## src/rtl/rotate_point_about_center_macros.svh

```systemverilog
// ----------------------------------------------------------------------------
// rotate_point_about_center_macros
// assertion helpers shared by the rotate block
// ----------------------------------------------------------------------------
`ifndef ROTATE_POINT_ABOUT_CENTER_MACROS_SVH
`define ROTATE_POINT_ABOUT_CENTER_MACROS_SVH

// same-cycle implication, off while reset is asserted
`define RPC_CHECK_SAME(lbl, clk, rstn, ante, cons, msg) \
    lbl: assert property (@(posedge clk) disable iff (!(rstn)) (ante) |-> (cons)) \
        else $error(msg);

// next-cycle implication, checked through reset
`define RPC_CHECK_NEXT(lbl, clk, ante, cons, msg) \
    lbl: assert property (@(posedge clk) (ante) |=> (cons)) else $error(msg);

`endif

```

## src/rtl/rpc_pkg.sv

```systemverilog
// ----------------------------------------------------------------------------
// rpc_pkg
// types, constants and helpers of the point rotation pipeline
// ----------------------------------------------------------------------------
package rpc_pkg;

    localparam int ROTATION_STAGES = 16;
    localparam int COORD_WIDTH     = 32;
    localparam int GUARD_BITS      = 16;

    localparam int FIELD_W    = 32;
    localparam int ANGLE_W    = 16;
    localparam int MAX_STAGES = 32;
    localparam int TURN_W     = 32;

    localparam int CW = (COORD_WIDTH < 2) ? 2 :
                        ((COORD_WIDTH > FIELD_W) ? FIELD_W : COORD_WIDTH);
    localparam int N_STAGES = (ROTATION_STAGES > MAX_STAGES) ? MAX_STAGES : ROTATION_STAGES;

    // cordic gain 1/K in Q30
    localparam int GAIN_W    = 30;
    localparam int GAIN_FRAC = 30;
    localparam logic [GAIN_W-1:0] GAIN_Q30 = 30'h26DD3B6A;

    localparam int MUL_SPLIT  = 16;
    localparam int MAG_W      = CW + 1;
    localparam int MAG_HI_W   = MAG_W - MUL_SPLIT;
    localparam int PROD_HI_W  = MAG_HI_W + GAIN_W;
    localparam int PROD_LO_W  = MUL_SPLIT + GAIN_W;
    localparam int SUM_W      = MAG_W + GAIN_W + 1;
    localparam int GAIN_SH    = GAIN_FRAC - GUARD_BITS;
    localparam int PROD_W     = SUM_W - GAIN_SH;
    localparam logic [SUM_W-1:0] GAIN_ROUND = SUM_W'(1) << (GAIN_SH - 1);

    localparam int XW = CW + GUARD_BITS + 3;
    localparam int ZW = 32;
    localparam int FW = XW - GUARD_BITS + 1;
    localparam int RES_W = ANGLE_W - 2;
    localparam int Z_SH  = TURN_W - ANGLE_W;

    localparam logic [ANGLE_W-1:0] HALF_QUARTER = ANGLE_W'(1) << (ANGLE_W - 3);
    localparam logic [XW-1:0]      ROUND_HALF   = XW'(1) << (GUARD_BITS - 1);

    localparam logic signed [CW-1:0] COORD_HI = {1'b0, {(CW-1){1'b1}}};
    localparam logic signed [CW-1:0] COORD_LO = {1'b1, {(CW-1){1'b0}}};
    localparam logic [FIELD_W-1:0] COORD_HI_OUT = FIELD_W'(COORD_HI);
    localparam logic [FIELD_W-1:0] COORD_LO_OUT = FIELD_W'(COORD_LO);

    // atan(2^-i) in 1/2^32 turn
    localparam logic [TURN_W-1:0] ATAN_TURNS [MAX_STAGES] = '{
        32'h20000000, 32'h12E4051E, 32'h09FB385B, 32'h051111D4,
        32'h028B0D43, 32'h0145D7E1, 32'h00A2F61E, 32'h00517C55,
        32'h0028BE53, 32'h00145F2F, 32'h000A2F98, 32'h000517CC,
        32'h00028BE6, 32'h000145F3, 32'h0000A2FA, 32'h0000517D,
        32'h000028BE, 32'h0000145F, 32'h00000A30, 32'h00000518,
        32'h0000028C, 32'h00000146, 32'h000000A3, 32'h00000051,
        32'h00000029, 32'h00000014, 32'h0000000A, 32'h00000005,
        32'h00000003, 32'h00000001, 32'h00000001, 32'h00000000
    };

    typedef enum logic [1:0] {
        QUAD_0,
        QUAD_90,
        QUAD_180,
        QUAD_270
    } quad_t;

    typedef struct packed {
        logic signed [FIELD_W-1:0] point_x;
        logic signed [FIELD_W-1:0] point_y;
        logic signed [FIELD_W-1:0] center_x;
        logic signed [FIELD_W-1:0] center_y;
        logic        [ANGLE_W-1:0] turn_angle;
    } in_word_t;

    typedef struct packed {
        logic signed [FIELD_W-1:0] rotated_x;
        logic signed [FIELD_W-1:0] rotated_y;
        logic                      clipped;
    } out_word_t;

    typedef struct packed {
        logic signed [XW-1:0] x;
        logic signed [XW-1:0] y;
        logic signed [ZW-1:0] z;
        logic signed [CW-1:0] cx;
        logic signed [CW-1:0] cy;
    } rot_word_t;

    typedef struct packed {
        logic signed [CW-1:0] value;
        logic                 hit;
    } sat_t;

    function automatic sat_t saturate(input logic signed [FW-1:0] v);
        sat_t res;
        res.hit   = 1'b1;
        res.value = COORD_HI;
        if (v > FW'(COORD_HI)) begin
            res.value = COORD_HI;
        end else if (v < FW'(COORD_LO)) begin
            res.value = COORD_LO;
        end else begin
            res.value = v[CW-1:0];
            res.hit   = 1'b0;
        end
        return res;
    endfunction

endpackage

```

## src/rtl/rpc_finish.sv

```systemverilog
// ----------------------------------------------------------------------------
// rpc_finish
// drop guard bits, add the center back, saturate; output register
// ----------------------------------------------------------------------------
module rpc_finish (
    input  logic               aclk,
    input  logic               aresetn,
    input  logic               in_valid,
    output logic               in_ready,
    input  rpc_pkg::rot_word_t in_word,
    output logic               m_valid,
    input  logic               m_ready,
    output rpc_pkg::out_word_t m_word
);
    import rpc_pkg::*;

    logic signed [XW-1:0]            x_bias, y_bias;
    logic signed [XW-GUARD_BITS-1:0] x_rnd, y_rnd;
    logic signed [FW-1:0]            x_sum, y_sum;
    sat_t                            x_sat, y_sat;
    out_word_t                       word_next;

    logic                            m_valid_reg;
    out_word_t                       m_word_reg;

    always_comb begin
        x_bias = in_word.x + $signed(ROUND_HALF);
        y_bias = in_word.y + $signed(ROUND_HALF);
        x_rnd  = $signed(x_bias[XW-1:GUARD_BITS]);
        y_rnd  = $signed(y_bias[XW-1:GUARD_BITS]);
        x_sum  = FW'(x_rnd) + FW'(in_word.cx);
        y_sum  = FW'(y_rnd) + FW'(in_word.cy);
        x_sat  = saturate(x_sum);
        y_sat  = saturate(y_sum);
        word_next.rotated_x = FIELD_W'(x_sat.value);
        word_next.rotated_y = FIELD_W'(y_sat.value);
        word_next.clipped   = x_sat.hit | y_sat.hit;
    end

    assign in_ready = !m_valid_reg || m_ready;

    always_ff @(posedge aclk) begin
        if (!aresetn) begin
            m_valid_reg <= 1'b0;
        end else if (in_ready) begin
            m_valid_reg <= in_valid;
        end
    end

    always_ff @(posedge aclk) begin
        if (in_ready) begin
            m_word_reg <= word_next;
        end
    end

    assign m_valid = m_valid_reg;
    assign m_word  = m_word_reg;

endmodule

```

## config.mk

```make
export PLATFORM = sky130hd
export DESIGN_NAME = rpc_finish
export DESIGN_NICKNAME = d
export VERILOG_FILES = /design/src/rtl/rotate_point_about_center_macros.svh /design/src/rtl/rpc_pkg.sv /design/src/rtl/rpc_finish.sv
export SDC_FILE = /design/constraint.sdc
export NUM_CORES = 1
export LEC_CHECK = 0
export BUFFER_PORTS_ARGS = -buffer_cell sky130_fd_sc_hd__buf_2
export CORE_AREA = 2 2 179 181
export DETAILED_ROUTE_END_ITERATION = 12
export DIE_AREA = 0 0 181 183
export PLACE_DENSITY = 0.55
export RECOVER_POWER = 50
export SLEW_MARGIN = 10
export SYNTH_ARGS = -nofsm -noshare
export SYNTH_HDL_FRONTEND = slang
export SYNTH_SLANG_ARGS = --single-unit
```

## constraint.sdc

```tcl
create_clock -name aclk -period 11 [get_ports aclk]
set_clock_uncertainty 0.2 [all_clocks]
set_input_delay 2.75 -clock aclk [delete_from_list [all_inputs] [get_ports aclk]]
set_output_delay 2.75 -clock aclk [all_outputs]
set_load 0.02 [all_outputs]
```

==> results_dict.tcl <==
set metrics [dict create \
    portBuffers 206 \
    synth_top_area_share_pct 25.4 \
    gr-total-overflow 0 \
    synth_fa_ha_area_share_pct 12.6 \
    firstDrtPassIters 4 \
    syn_inst 897 \
    synthSimpleGateAreaFrac_pct 17.8 \
    p_comb_share_pct 45.0 \
    vias 7061 \
    synth_compound_area_share_pct 25.6 \
    post_drt_wl_per_cell_um 15.4 \
    p_leak_nw 3.84 \
    routabilityCongestion 0.843 \
    num-nets-final 1362 \
    grt_pass1_wl_um 36400 \
    num_io_pins 269 \
    cts_tree "done" \
    drv_cap 1 \
    layout_min_cycle_time_ps 8680 \
    die_x_um 181 \
    row_count 65 \
    peakVddDrop_uv 60.9 \
    async_flop_share_pct 0 \
    rsz0062_at_grt "false" \
    layout_common_cells "buf_2 (145), xnor2_1 (98), nand2_1 (87)" \
    period_share_pct 78.9 \
    drtIter0Drc 324 \
    end_kind "primary output" \
    p_int_w 0.000722 \
    largest_register_ffs 65 \
    path_class "input port to primary output" \
    p_sw_w 0.000472 \
    setup.worst_path.start_class "input port" \
    synth_top_family_by_area "compound AO/OA/AOI/OAI gates" \
    synth.net_count 1175 \
    powerDensity_mw_per_mm2 129 \
    drive_gt1_share_pct 17.2 \
    drcViolationCount 0 \
    syn_to_final_growth_pct 20.8 \
    root_buffer "clkbuf_16" \
    synth_seq_cells 66 \
    grt_start_max_net_pins 68 \
    pwr-share-clk_pct 24.2 \
    wl_um 23000 \
    grtUsageTotal_pct 13.8 \
    worstPathRequired_ps 8050 \
    postCtsSetupRepairBufs 0 \
    ctsResizeCount 0 \
    seqPwrFrac_pct 30.8 \
    max_slew_margin_pct -126 \
    yosysTopAreaCell "edfxtp_1" \
    h-tree-depth 3 \
    ys_warn_count 0 \
    finalSetupViolCount 0 \
    ys.flop_type "edfxtp_1" \
    synth-edff-count 65 \
    switching_share_pct 39.5 \
    die_y_um 183 \
    clock-sinks 66 \
    muxShareOfSynthArea_pct 0 \
    fmax_mhz 115 \
    synth_cell_type_count 68 \
    fin_ws_ps 2320 \
    core_area_mm2 0.0312 \
    die_area_mm2 0.0331 \
    min_path_type "input port to flip-flop" \
    postCtsHoldBufs 0 \
    dpl.hpwl_um 18700 \
    postRouteAntennaNets 0 \
    layout_commonest_cell "buf_2" \
    tns_ps 0 \
    numCtsBuffers 9 \
    antenna_found_initial 0 \
    arrival_ps 5730 \
    avgSynthCellArea_um2 8.57 \
    drv_slew 68 \
    status "finished, violations left" \
    vias_per_cell 4.74 \
    start_util_pct 24.6 \
    hold_viol_final 0 \
    clock_latency_ps 340 \
    synth_xor_area_share_pct 15.0 \
    violations "max-capacitance violations, max-slew violations" \
    critPathMaxFanout 67 \
    tightest_slew_ps 3390 \
    clk_pin_slew_worst_paths_ps 60 \
    synth_area_mm2 0.00769 \
    fillers 3402 \
    post-place-ws_ps 3010 \
    grt_pass1_vias 6943 \
    synth_seq_area_share_pct 25.6 \
    clockBufferDepth 2 \
    diodes 0 \
    synthTopCellsByArea "edfxtp_1 (25%), ha_1 (12%), xnor2_1 (11%)" \
]
[logic make-up (layout without fill, tap and decap cells)]
group | after synthesis | in the layout
buf+inv | 57 | 248
flops | 66 | 66
xor+xnor | 130 | 130
fa+ha+maj | 76 | 76
simple gates | 287 | 287
compound gates | 281 | 281
[cells in the mapped netlist, drive strengths merged, types with 2 or more instances]
master / instances
o31ai: 7
nand2: 87
a221oi: 2
and2: 2
o22ai: 2
a211oi: 5
nand4: 20
o21ai: 42
nor2: 59
a21boi: 2
a21o: 80
inv: 24
and3: 23
nor2b: 12
edfxtp: 65
clkbuf: 19
a31oi: 14
a31o: 6
nand3: 44
and4: 2
nor3: 12
or2: 3
o31a: 2
ha: 74
a2111oi: 2
o41ai: 5
buf: 14
a41oi: 3
o21a: 10
a211o: 3
o211ai: 7
fa: 2
o21bai: 7
a21oi: 74
xnor2: 98
or3: 4
nand2b: 15
xor2: 32
[metrics by stage]
stage / instances / hold slack, ps / util (%) / total power, W / area [um2]
after floorplan: 897 / 2000 / - / 0.000754 / 7690
after global placement: 1475 / 1050 / 29.1 / 0.000924 / 9090
after detailed placement: 1475 / 1070 / 29.1 / 0.000924 / 9090
after CTS: 1490 / 1080 / 30.0 / 0.00122 / 9370
after global routing: 1490 / 2470 / 29.7 / 0.00127 / 9290
final: 1490 / 2450 / 29.7 / 0.00119 / 9290
[metal layers]
metal | vias to the layer above | GRT usage (%) | part of all wire, %
met5 | - | 0 | 0
met4 | 0 | 3.80 | 1.2
met3 | 13 | 2.22 | 4.6
met2 | 156 | 23.8 | 48
met1 | 3225 | 17.8 | 47
li1 | 3667 | - | -
[worst max-delay path, cell delays in order]
cell      delay (ps)
buf_2             70
nand2b_1        2400
buf_2            500
[area by class of cell]
| type | instances | area (um2) | area share [%] |
|---|---|---|---|
| Clock inverter | 6 | 58.8 | 0.633 |
| Clock buffer | 9 | 225 | 2.42 |
| Tap cell | 402 | 503 | 5.41 |
| Timing Repair Buffer | 209 | 977 | 10.5 |
| Sequential cell | 66 | 1970 | 21.2 |
| Multi-Input combinational cell | 774 | 5460 | 58.8 |
| Inverter | 24 | 90.1 | 0.970 |
[path summary, 6_finish.rpt]
| check | cells after the start | start | end | slack, ps |
|---|---|---|---|---|
| hold reg to reg | 1 | m_valid$_SDFFE_PN0P_ | m_word[5]$_SDFFCE_PN1P_ | 2450 |
| hold / removal | 3 | in_valid | m_valid$_SDFFE_PN0P_ | 2450 |
| setup reg to reg | 2 | m_valid$_SDFFE_PN0P_ | m_valid$_SDFFE_PN0P_ | 7640 |
| setup / recovery | 3 | m_ready | in_ready | 2320 |
[power by group through the flow]
stage / sequential (W) / clock (W) / combinational, W
finish: 0.000367 / 0.000289 / 0.000538
detailed placement: 0.000371 / 0 / 0.000553
floorplan: 0.000442 / 0 / 0.000312
global route: 0.000373 / 0.000304 / 0.000593
global placement: 0.000369 / 0 / 0.000555
CTS: 0.000366 / 0.000298 / 0.000558
Note: power is estimated with default switching activity, not from simulation.
