### config.mk
export PLATFORM = sky130hd
export DESIGN_NAME = rpc_gain
export DESIGN_NICKNAME = d
export VERILOG_FILES = /design/src/rtl/rotate_point_about_center_macros.svh /design/src/rtl/rpc_pkg.sv /design/src/rtl/rpc_gain.sv
export SDC_FILE = /design/constraint.sdc
export NUM_CORES = 2
export LEC_CHECK = 0
export BUFFER_PORTS_ARGS = -buffer_cell sky130_fd_sc_hd__buf_2
export CAP_MARGIN = 20
export CORE_MARGIN = 5
export CORE_UTILIZATION = 50
export CTS_BUF_LIST = sky130_fd_sc_hd__clkbuf_16
export DETAILED_ROUTE_END_ITERATION = 6
export PLACE_DENSITY = 0.67
export SYNTH_ARGS = -nofsm -noshare
export SYNTH_HDL_FRONTEND = slang
export SYNTH_SLANG_ARGS = --single-unit
### constraint.sdc
create_clock -name aclk -period 9.3 [get_ports aclk]
set_input_delay 1.395 -clock aclk [delete_from_list [all_inputs] [get_ports aclk]]
set_output_delay 1.395 -clock aclk [all_outputs]
set_load 0.02 [all_outputs]
### src/rtl/rotate_point_about_center_macros.svh
// ----------------------------------------------------------------------------
// rotate_point_about_center_macros
// assertion helpers shared by the rotate block
// ----------------------------------------------------------------------------
`ifndef ROTATE_POINT_ABOUT_CENTER_MACROS_SVH
`define ROTATE_POINT_ABOUT_CENTER_MACROS_SVH

// same-cycle implication, off while reset is asserted
`define RPC_CHECK_SAME(lbl, clk, rstn, ante, cons, msg) \
    lbl: assert property (@(posedge clk) disable iff (!(rstn)) (ante) |-> (cons)) \
        else $error(msg);

// next-cycle implication, checked through reset
`define RPC_CHECK_NEXT(lbl, clk, ante, cons, msg) \
    lbl: assert property (@(posedge clk) (ante) |=> (cons)) else $error(msg);

`endif

### src/rtl/rpc_pkg.sv
// ----------------------------------------------------------------------------
// rpc_pkg
// types, constants and helpers of the point rotation pipeline
// ----------------------------------------------------------------------------
package rpc_pkg;

    localparam int ROTATION_STAGES = 16;
    localparam int COORD_WIDTH     = 32;
    localparam int GUARD_BITS      = 16;

    localparam int FIELD_W    = 32;
    localparam int ANGLE_W    = 16;
    localparam int MAX_STAGES = 32;
    localparam int TURN_W     = 32;

    localparam int CW = (COORD_WIDTH < 2) ? 2 :
                        ((COORD_WIDTH > FIELD_W) ? FIELD_W : COORD_WIDTH);
    localparam int N_STAGES = (ROTATION_STAGES > MAX_STAGES) ? MAX_STAGES : ROTATION_STAGES;

    // cordic gain 1/K in Q30
    localparam int GAIN_W    = 30;
    localparam int GAIN_FRAC = 30;
    localparam logic [GAIN_W-1:0] GAIN_Q30 = 30'h26DD3B6A;

    localparam int MUL_SPLIT  = 16;
    localparam int MAG_W      = CW + 1;
    localparam int MAG_HI_W   = MAG_W - MUL_SPLIT;
    localparam int PROD_HI_W  = MAG_HI_W + GAIN_W;
    localparam int PROD_LO_W  = MUL_SPLIT + GAIN_W;
    localparam int SUM_W      = MAG_W + GAIN_W + 1;
    localparam int GAIN_SH    = GAIN_FRAC - GUARD_BITS;
    localparam int PROD_W     = SUM_W - GAIN_SH;
    localparam logic [SUM_W-1:0] GAIN_ROUND = SUM_W'(1) << (GAIN_SH - 1);

    localparam int XW = CW + GUARD_BITS + 3;
    localparam int ZW = 32;
    localparam int FW = XW - GUARD_BITS + 1;
    localparam int RES_W = ANGLE_W - 2;
    localparam int Z_SH  = TURN_W - ANGLE_W;

    localparam logic [ANGLE_W-1:0] HALF_QUARTER = ANGLE_W'(1) << (ANGLE_W - 3);
    localparam logic [XW-1:0]      ROUND_HALF   = XW'(1) << (GUARD_BITS - 1);

    localparam logic signed [CW-1:0] COORD_HI = {1'b0, {(CW-1){1'b1}}};
    localparam logic signed [CW-1:0] COORD_LO = {1'b1, {(CW-1){1'b0}}};
    localparam logic [FIELD_W-1:0] COORD_HI_OUT = FIELD_W'(COORD_HI);
    localparam logic [FIELD_W-1:0] COORD_LO_OUT = FIELD_W'(COORD_LO);

    // atan(2^-i) in 1/2^32 turn
    localparam logic [TURN_W-1:0] ATAN_TURNS [MAX_STAGES] = '{
        32'h20000000, 32'h12E4051E, 32'h09FB385B, 32'h051111D4,
        32'h028B0D43, 32'h0145D7E1, 32'h00A2F61E, 32'h00517C55,
        32'h0028BE53, 32'h00145F2F, 32'h000A2F98, 32'h000517CC,
        32'h00028BE6, 32'h000145F3, 32'h0000A2FA, 32'h0000517D,
        32'h000028BE, 32'h0000145F, 32'h00000A30, 32'h00000518,
        32'h0000028C, 32'h00000146, 32'h000000A3, 32'h00000051,
        32'h00000029, 32'h00000014, 32'h0000000A, 32'h00000005,
        32'h00000003, 32'h00000001, 32'h00000001, 32'h00000000
    };

    typedef enum logic [1:0] {
        QUAD_0,
        QUAD_90,
        QUAD_180,
        QUAD_270
    } quad_t;

    typedef struct packed {
        logic signed [FIELD_W-1:0] point_x;
        logic signed [FIELD_W-1:0] point_y;
        logic signed [FIELD_W-1:0] center_x;
        logic signed [FIELD_W-1:0] center_y;
        logic        [ANGLE_W-1:0] turn_angle;
    } in_word_t;

    typedef struct packed {
        logic signed [FIELD_W-1:0] rotated_x;
        logic signed [FIELD_W-1:0] rotated_y;
        logic                      clipped;
    } out_word_t;

    typedef struct packed {
        logic signed [XW-1:0] x;
        logic signed [XW-1:0] y;
        logic signed [ZW-1:0] z;
        logic signed [CW-1:0] cx;
        logic signed [CW-1:0] cy;
    } rot_word_t;

    typedef struct packed {
        logic signed [CW-1:0] value;
        logic                 hit;
    } sat_t;

    function automatic sat_t saturate(input logic signed [FW-1:0] v);
        sat_t res;
        res.hit   = 1'b1;
        res.value = COORD_HI;
        if (v > FW'(COORD_HI)) begin
            res.value = COORD_HI;
        end else if (v < FW'(COORD_LO)) begin
            res.value = COORD_LO;
        end else begin
            res.value = v[CW-1:0];
            res.hit   = 1'b0;
        end
        return res;
    endfunction

endpackage

### src/rtl/rpc_gain.sv
// ----------------------------------------------------------------------------
// rpc_gain
// offset, quarter-turn swap and gain scaling, three register stages
// ----------------------------------------------------------------------------
module rpc_gain (
    input  logic               aclk,
    input  logic               aresetn,
    input  logic               s_valid,
    output logic               s_ready,
    input  rpc_pkg::in_word_t  s_word,
    output logic               out_valid,
    input  logic               out_ready,
    output rpc_pkg::rot_word_t out_word
);
    import rpc_pkg::*;

    logic signed [CW-1:0]  px, py, cx, cy;
    logic signed [CW:0]    dx, dy;
    logic [MAG_W-1:0]      mag_dx, mag_dy;
    logic [ANGLE_W-1:0]    angle_bias;
    quad_t                 quad;
    logic signed [RES_W-1:0] residual;
    logic signed [ZW-1:0]  z_init;
    logic [MAG_W-1:0]      mag_a, mag_b;
    logic                  neg_a, neg_b;

    logic                  rdy1, rdy2, rdy3;

    logic                  s1_valid_reg;
    logic [MAG_W-1:0]      s1_mag_x_reg, s1_mag_y_reg;
    logic                  s1_neg_x_reg, s1_neg_y_reg;
    logic signed [ZW-1:0]  s1_z_reg;
    logic signed [CW-1:0]  s1_cx_reg, s1_cy_reg;

    logic                  s2_valid_reg;
    logic [PROD_HI_W-1:0]  s2_hi_x_reg, s2_hi_y_reg;
    logic [PROD_LO_W-1:0]  s2_lo_x_reg, s2_lo_y_reg;
    logic                  s2_neg_x_reg, s2_neg_y_reg;
    logic signed [ZW-1:0]  s2_z_reg;
    logic signed [CW-1:0]  s2_cx_reg, s2_cy_reg;

    logic [SUM_W-1:0]      sum_x, sum_y;
    logic [PROD_W-1:0]     p_x, p_y;
    logic signed [XW-1:0]  g_x, g_y;
    rot_word_t             s3_word_next;

    logic                  s3_valid_reg;
    rot_word_t             s3_word_reg;

    // stage 1: offsets, magnitudes, quarter turns, residual angle
    always_comb begin
        px = s_word.point_x[CW-1:0];
        py = s_word.point_y[CW-1:0];
        cx = s_word.center_x[CW-1:0];
        cy = s_word.center_y[CW-1:0];
        dx = (CW+1)'(px) - (CW+1)'(cy - cy + cx);
        dy = (CW+1)'(py) - (CW+1)'(cy);
        mag_dx = dx[CW] ? MAG_W'(-dx) : MAG_W'(dx);
        mag_dy = dy[CW] ? MAG_W'(-dy) : MAG_W'(dy);

        angle_bias = s_word.turn_angle + HALF_QUARTER;
        quad       = quad_t'(angle_bias[ANGLE_W-1:ANGLE_W-2]);
        // remainder in -1/8..1/8 turn: recenter the low bits
        residual   = $signed({~angle_bias[RES_W-1], angle_bias[RES_W-2:0]});
        z_init     = ZW'($signed({residual, {Z_SH{1'b0}}}));

        unique case (quad)
            QUAD_0: begin
                mag_a = mag_dx; neg_a = dx[CW];
                mag_b = mag_dy; neg_b = dy[CW];
            end
            QUAD_90: begin
                mag_a = mag_dy; neg_a = ~dy[CW];
                mag_b = mag_dx; neg_b = dx[CW];
            end
            QUAD_180: begin
                mag_a = mag_dx; neg_a = ~dx[CW];
                mag_b = mag_dy; neg_b = ~dy[CW];
            end
            QUAD_270: begin
                mag_a = mag_dy; neg_a = dy[CW];
                mag_b = mag_dx; neg_b = ~dx[CW];
            end
            default: begin
                mag_a = mag_dx; neg_a = dx[CW];
                mag_b = mag_dy; neg_b = dy[CW];
            end
        endcase
    end

    // stage 3: recombine partial products, round, restore sign
    always_comb begin
        sum_x = (SUM_W'(s2_hi_x_reg) << MUL_SPLIT) + SUM_W'(s2_lo_x_reg) + GAIN_ROUND;
        sum_y = (SUM_W'(s2_hi_y_reg) << MUL_SPLIT) + SUM_W'(s2_lo_y_reg) + GAIN_ROUND;
        p_x   = sum_x[SUM_W-1:GAIN_SH];
        p_y   = sum_y[SUM_W-1:GAIN_SH];
        g_x   = $signed(XW'(p_x));
        g_y   = $signed(XW'(p_y));
        s3_word_next.x  = s2_neg_x_reg ? -g_x : g_x;
        s3_word_next.y  = s2_neg_y_reg ? -g_y : g_y;
        s3_word_next.z  = s2_z_reg;
        s3_word_next.cx = s2_cx_reg;
        s3_word_next.cy = s2_cy_reg;
    end

    assign rdy3    = !s3_valid_reg || out_ready;
    assign rdy2    = !s2_valid_reg || rdy3;
    assign rdy1    = !s1_valid_reg || rdy2;
    assign s_ready = rdy1;

    always_ff @(posedge aclk) begin
        if (!aresetn) begin
            s1_valid_reg <= 1'b0;
            s2_valid_reg <= 1'b0;
            s3_valid_reg <= 1'b0;
        end else begin
            if (rdy1) begin
                s1_valid_reg <= s_valid;
            end
            if (rdy2) begin
                s2_valid_reg <= s1_valid_reg;
            end
            if (rdy3) begin
                s3_valid_reg <= s2_valid_reg;
            end
        end
    end

    always_ff @(posedge aclk) begin
        if (rdy1) begin
            s1_mag_x_reg <= mag_a;
            s1_neg_x_reg <= neg_a;
            s1_mag_y_reg <= mag_b;
            s1_neg_y_reg <= neg_b;
            s1_z_reg     <= z_init;
            s1_cx_reg    <= cx;
            s1_cy_reg    <= cy;
        end
        if (rdy2) begin
            // split magnitude so each product stays within a 32x32 multiplier
            s2_hi_x_reg  <= PROD_HI_W'(s1_mag_x_reg[MAG_W-1:MUL_SPLIT]) * PROD_HI_W'(GAIN_Q30);
            s2_lo_x_reg  <= PROD_LO_W'(s1_mag_x_reg[MUL_SPLIT-1:0]) * PROD_LO_W'(GAIN_Q30);
            s2_hi_y_reg  <= PROD_HI_W'(s1_mag_y_reg[MAG_W-1:MUL_SPLIT]) * PROD_HI_W'(GAIN_Q30);
            s2_lo_y_reg  <= PROD_LO_W'(s1_mag_y_reg[MUL_SPLIT-1:0]) * PROD_LO_W'(GAIN_Q30);
            s2_neg_x_reg <= s1_neg_x_reg;
            s2_neg_y_reg <= s1_neg_y_reg;
            s2_z_reg     <= s1_z_reg;
            s2_cx_reg    <= s1_cx_reg;
            s2_cy_reg    <= s1_cy_reg;
        end
        if (rdy3) begin
            s3_word_reg <= s3_word_next;
        end
    end

    assign out_valid = s3_valid_reg;
    assign out_word  = s3_word_reg;

endmodule

==> results.sh <==
export IMPL_status="completed"
export IMPL_period_share=0.779
export IMPL_n_fill_cell=11371
export IMPL_clock_path_buffers=3
export IMPL_cts_repair_resized=0
export IMPL_final_common_cell="inv_1"
export IMPL_cts_tree="done"
export IMPL_core_um2=129000
export IMPL_synth_top_family_by_area="adder cells"
export IMPL_dieArea_um2=137000
export IMPL_synth_warnings=0
export IMPL_via_per_inst=5.42
export IMPL_vias=44625
export IMPL_syn_to_final_growth_pct=9.30
export IMPL_initial_core_util=0.501
export IMPL_yosys_mux_area_fraction=0.0114
export IMPL_largest_reg_flops=180
export IMPL_crit_path_max_fanout=6
export IMPL_tightest_slew_ns=1.15
export IMPL_postCtsSetupRepairBufs=0
export IMPL_track_usage=0.259
export IMPL_die_h_um=370
export IMPL_htreeDepth=3
export IMPL_antenna_found_initial=11
export IMPL_setup_worst_path_start_class="flip-flop"
export IMPL_report_final_slew_viol_count=0
export IMPL_maxCapViolCount=0
export IMPL_port_buffers=331
export IMPL_synth_adder_area_share=0.399
export IMPL_avgSynthCellArea_um2=10.6
export IMPL_overflow=0
export IMPL_synth_edf_count=564
export IMPL_grt_pass1_vias=46288
export IMPL_synth_yosys_seq_area_share=0.263
export IMPL_final_cell_area_um2=70700
export IMPL_placed_cell_area_um2=68300
export IMPL_rsz0062_at_grt="no"
export IMPL_layout_common_cells="inv_1 (1294), ha_1 (811), fa_1 (783)"
export IMPL_slew_headroom=0.229
export IMPL_dr_first_iter_drc_count=3564
export IMPL_utilization=0.548
export IMPL_synthXorXnorAreaFrac=0.0608
export IMPL_synth_compound_area_frac=0.102
export IMPL_die_w_um=370
export IMPL_nets=8176
export IMPL_dr_pass1_iters=5
export IMPL_synthCells=6100
export IMPL_worstSetupPathType="flip-flop to flip-flop"
export IMPL_setup_violations=0
export IMPL_cts_made_buffers=70
export IMPL_fin_skew_ns=0.0331
export IMPL_wl_per_cell_um=21.2
export IMPL_ioPinCount=348
export IMPL_routed_wl_um=175000
export IMPL_clk_latency_ns=0.68
export IMPL_synthSimpleGateAreaFrac=0.0818
export IMPL_worst_slack_ns=2.05
export IMPL_ant_nets=0
export IMPL_worstHoldPathType="flip-flop to flip-flop"
export IMPL_arrival_ns=7.69
export IMPL_synth_cell_types=94
export IMPL_finalHoldViolations=0
export IMPL_setup_tns_ns=0
export IMPL_syn_area_um2=64700
export IMPL_period_needed_ns=7.25
export IMPL_root_buffer="clkbuf_16"
export IMPL_grt_pass1_wl_um=272000
export IMPL_ys_ff_latch=567
export IMPL_rows=132
export IMPL_critPathRequiredTime_ns=9.74
export IMPL_grt_max_degree=77
export IMPL_pre_cts_ws_ns=1.90
export IMPL_clk_pin_slew_ns=0.07
export IMPL_clock_sinks=567
export IMPL_place_congestion=0.995
export IMPL_ys_flop_type="edfxtp_1"
export IMPL_hold_buffers=0
export IMPL_drc=0
export IMPL_critPathCaptureType="flip-flop"
export IMPL_drive_above_1_share=0.0863
export IMPL_async_flop_share=0
export IMPL_post_dp_hpwl_um=150000
export IMPL_max_freq_mhz=138
==> path summary, 6_finish.rpt <==
kind / start / endpoint / slack, ns / cells after the start
hold reg to reg: s1_cx_reg[29]$_DFFE_PP_ / s2_cx_reg[29]$_DFFE_PP_ / 0.41 / 0
hold / removal: s1_cx_reg[29]$_DFFE_PP_ / s2_cx_reg[29]$_DFFE_PP_ / 0.41 / 0
setup / recovery: s1_mag_x_reg[4]$_DFFE_PP_ / s2_lo_x_reg[45]$_DFFE_PP_ / 2.05 / 22
setup reg to reg: s1_mag_x_reg[4]$_DFFE_PP_ / s2_lo_x_reg[45]$_DFFE_PP_ / 2.05 / 22
==> routing by layer <==
metal	part of all wire	track usage	wire length, um
met1	0.46	0.374	80700
met2	0.44	0.405	77500
met3	0.077	0.0577	13400
met4	0.017	0.0505	2940
met5	0.00045	0	79
==> through the flow <==
stage / hold slack (ns) / std cells
after floorplan: 0.400 / 6115
after global placement: 0.400 / 8102
after detailed placement: 0.405 / 8102
after CTS: 0.407 / 8229
final: 0.410 / 8235
after global routing: 0.415 / 8231
==> Yosys cell counts, drive strengths merged, types with 52 or more instances <==
master | instances | area share
o21a | 53 | 0.0062
xor2 | 189 | 0.026
mux2i | 69 | 0.011
edfxtp | 564 | 0.26
clkbuf | 75 | 0.0044
a21o | 128 | 0.015
nor3 | 79 | 0.0063
a21oi | 254 | 0.020
nor2 | 231 | 0.013
o31ai | 52 | 0.0060
nand2 | 230 | 0.013
inv | 1284 | 0.075
nand3 | 77 | 0.0060
fa | 783 | 0.24
o21ai | 198 | 0.015
ha | 812 | 0.16
or2 | 64 | 0.0062
xnor2 | 260 | 0.035
==> final cells by class <==
class | count | area (um2) | share of cell area
Multi-Input combinational cell | 4158 | 42500 | 0.601
Sequential cell | 567 | 17000 | 0.240
Inverter | 1284 | 4830 | 0.0683
Tap cell | 1742 | 2180 | 0.0308
Clock buffer | 75 | 1880 | 0.0265
Timing Repair Buffer | 352 | 1810 | 0.0256
Clock inverter | 52 | 524 | 0.00742
Antenna cell | 5 | 12.5 | 0.000177
==> kinds of logic after synthesis <==
| logic type | Yosys count |
|---|---|
| AO/OA/AOI/OAI | 997 |
| other | 1 |
| AND/OR/NAND/NOR | 1028 |
| XOR/XNOR | 449 |
| multiplexers | 73 |
| buffers and inverters | 1390 |
| adder cells (fa/ha/maj) | 1595 |
| flip-flops | 567 |
==> critical path, stage by stage (launching register included) <==
cell      delay (ns)
edfxtp_1        0.55
ha_1            0.48
inv_1           0.12
fa_1            0.51
inv_1           0.08
fa_1            0.52
inv_1           0.06
fa_1            0.57
fa_1            0.44
fa_1            0.51
inv_1           0.05
ha_1            0.29
and4_1          0.23
a21oi_1         0.13
o21ai_0         0.09
a31oi_1         0.56
o31ai_1         0.31
a21oi_1         0.53
o211a_1         0.27
o31a_1          0.24
o211ai_1        0.16
a21oi_1         0.20
xnor2_1         0.08
Power is not shown: default switching activity piles up to over one toggle a cycle in this logic, so the estimate is an artifact.
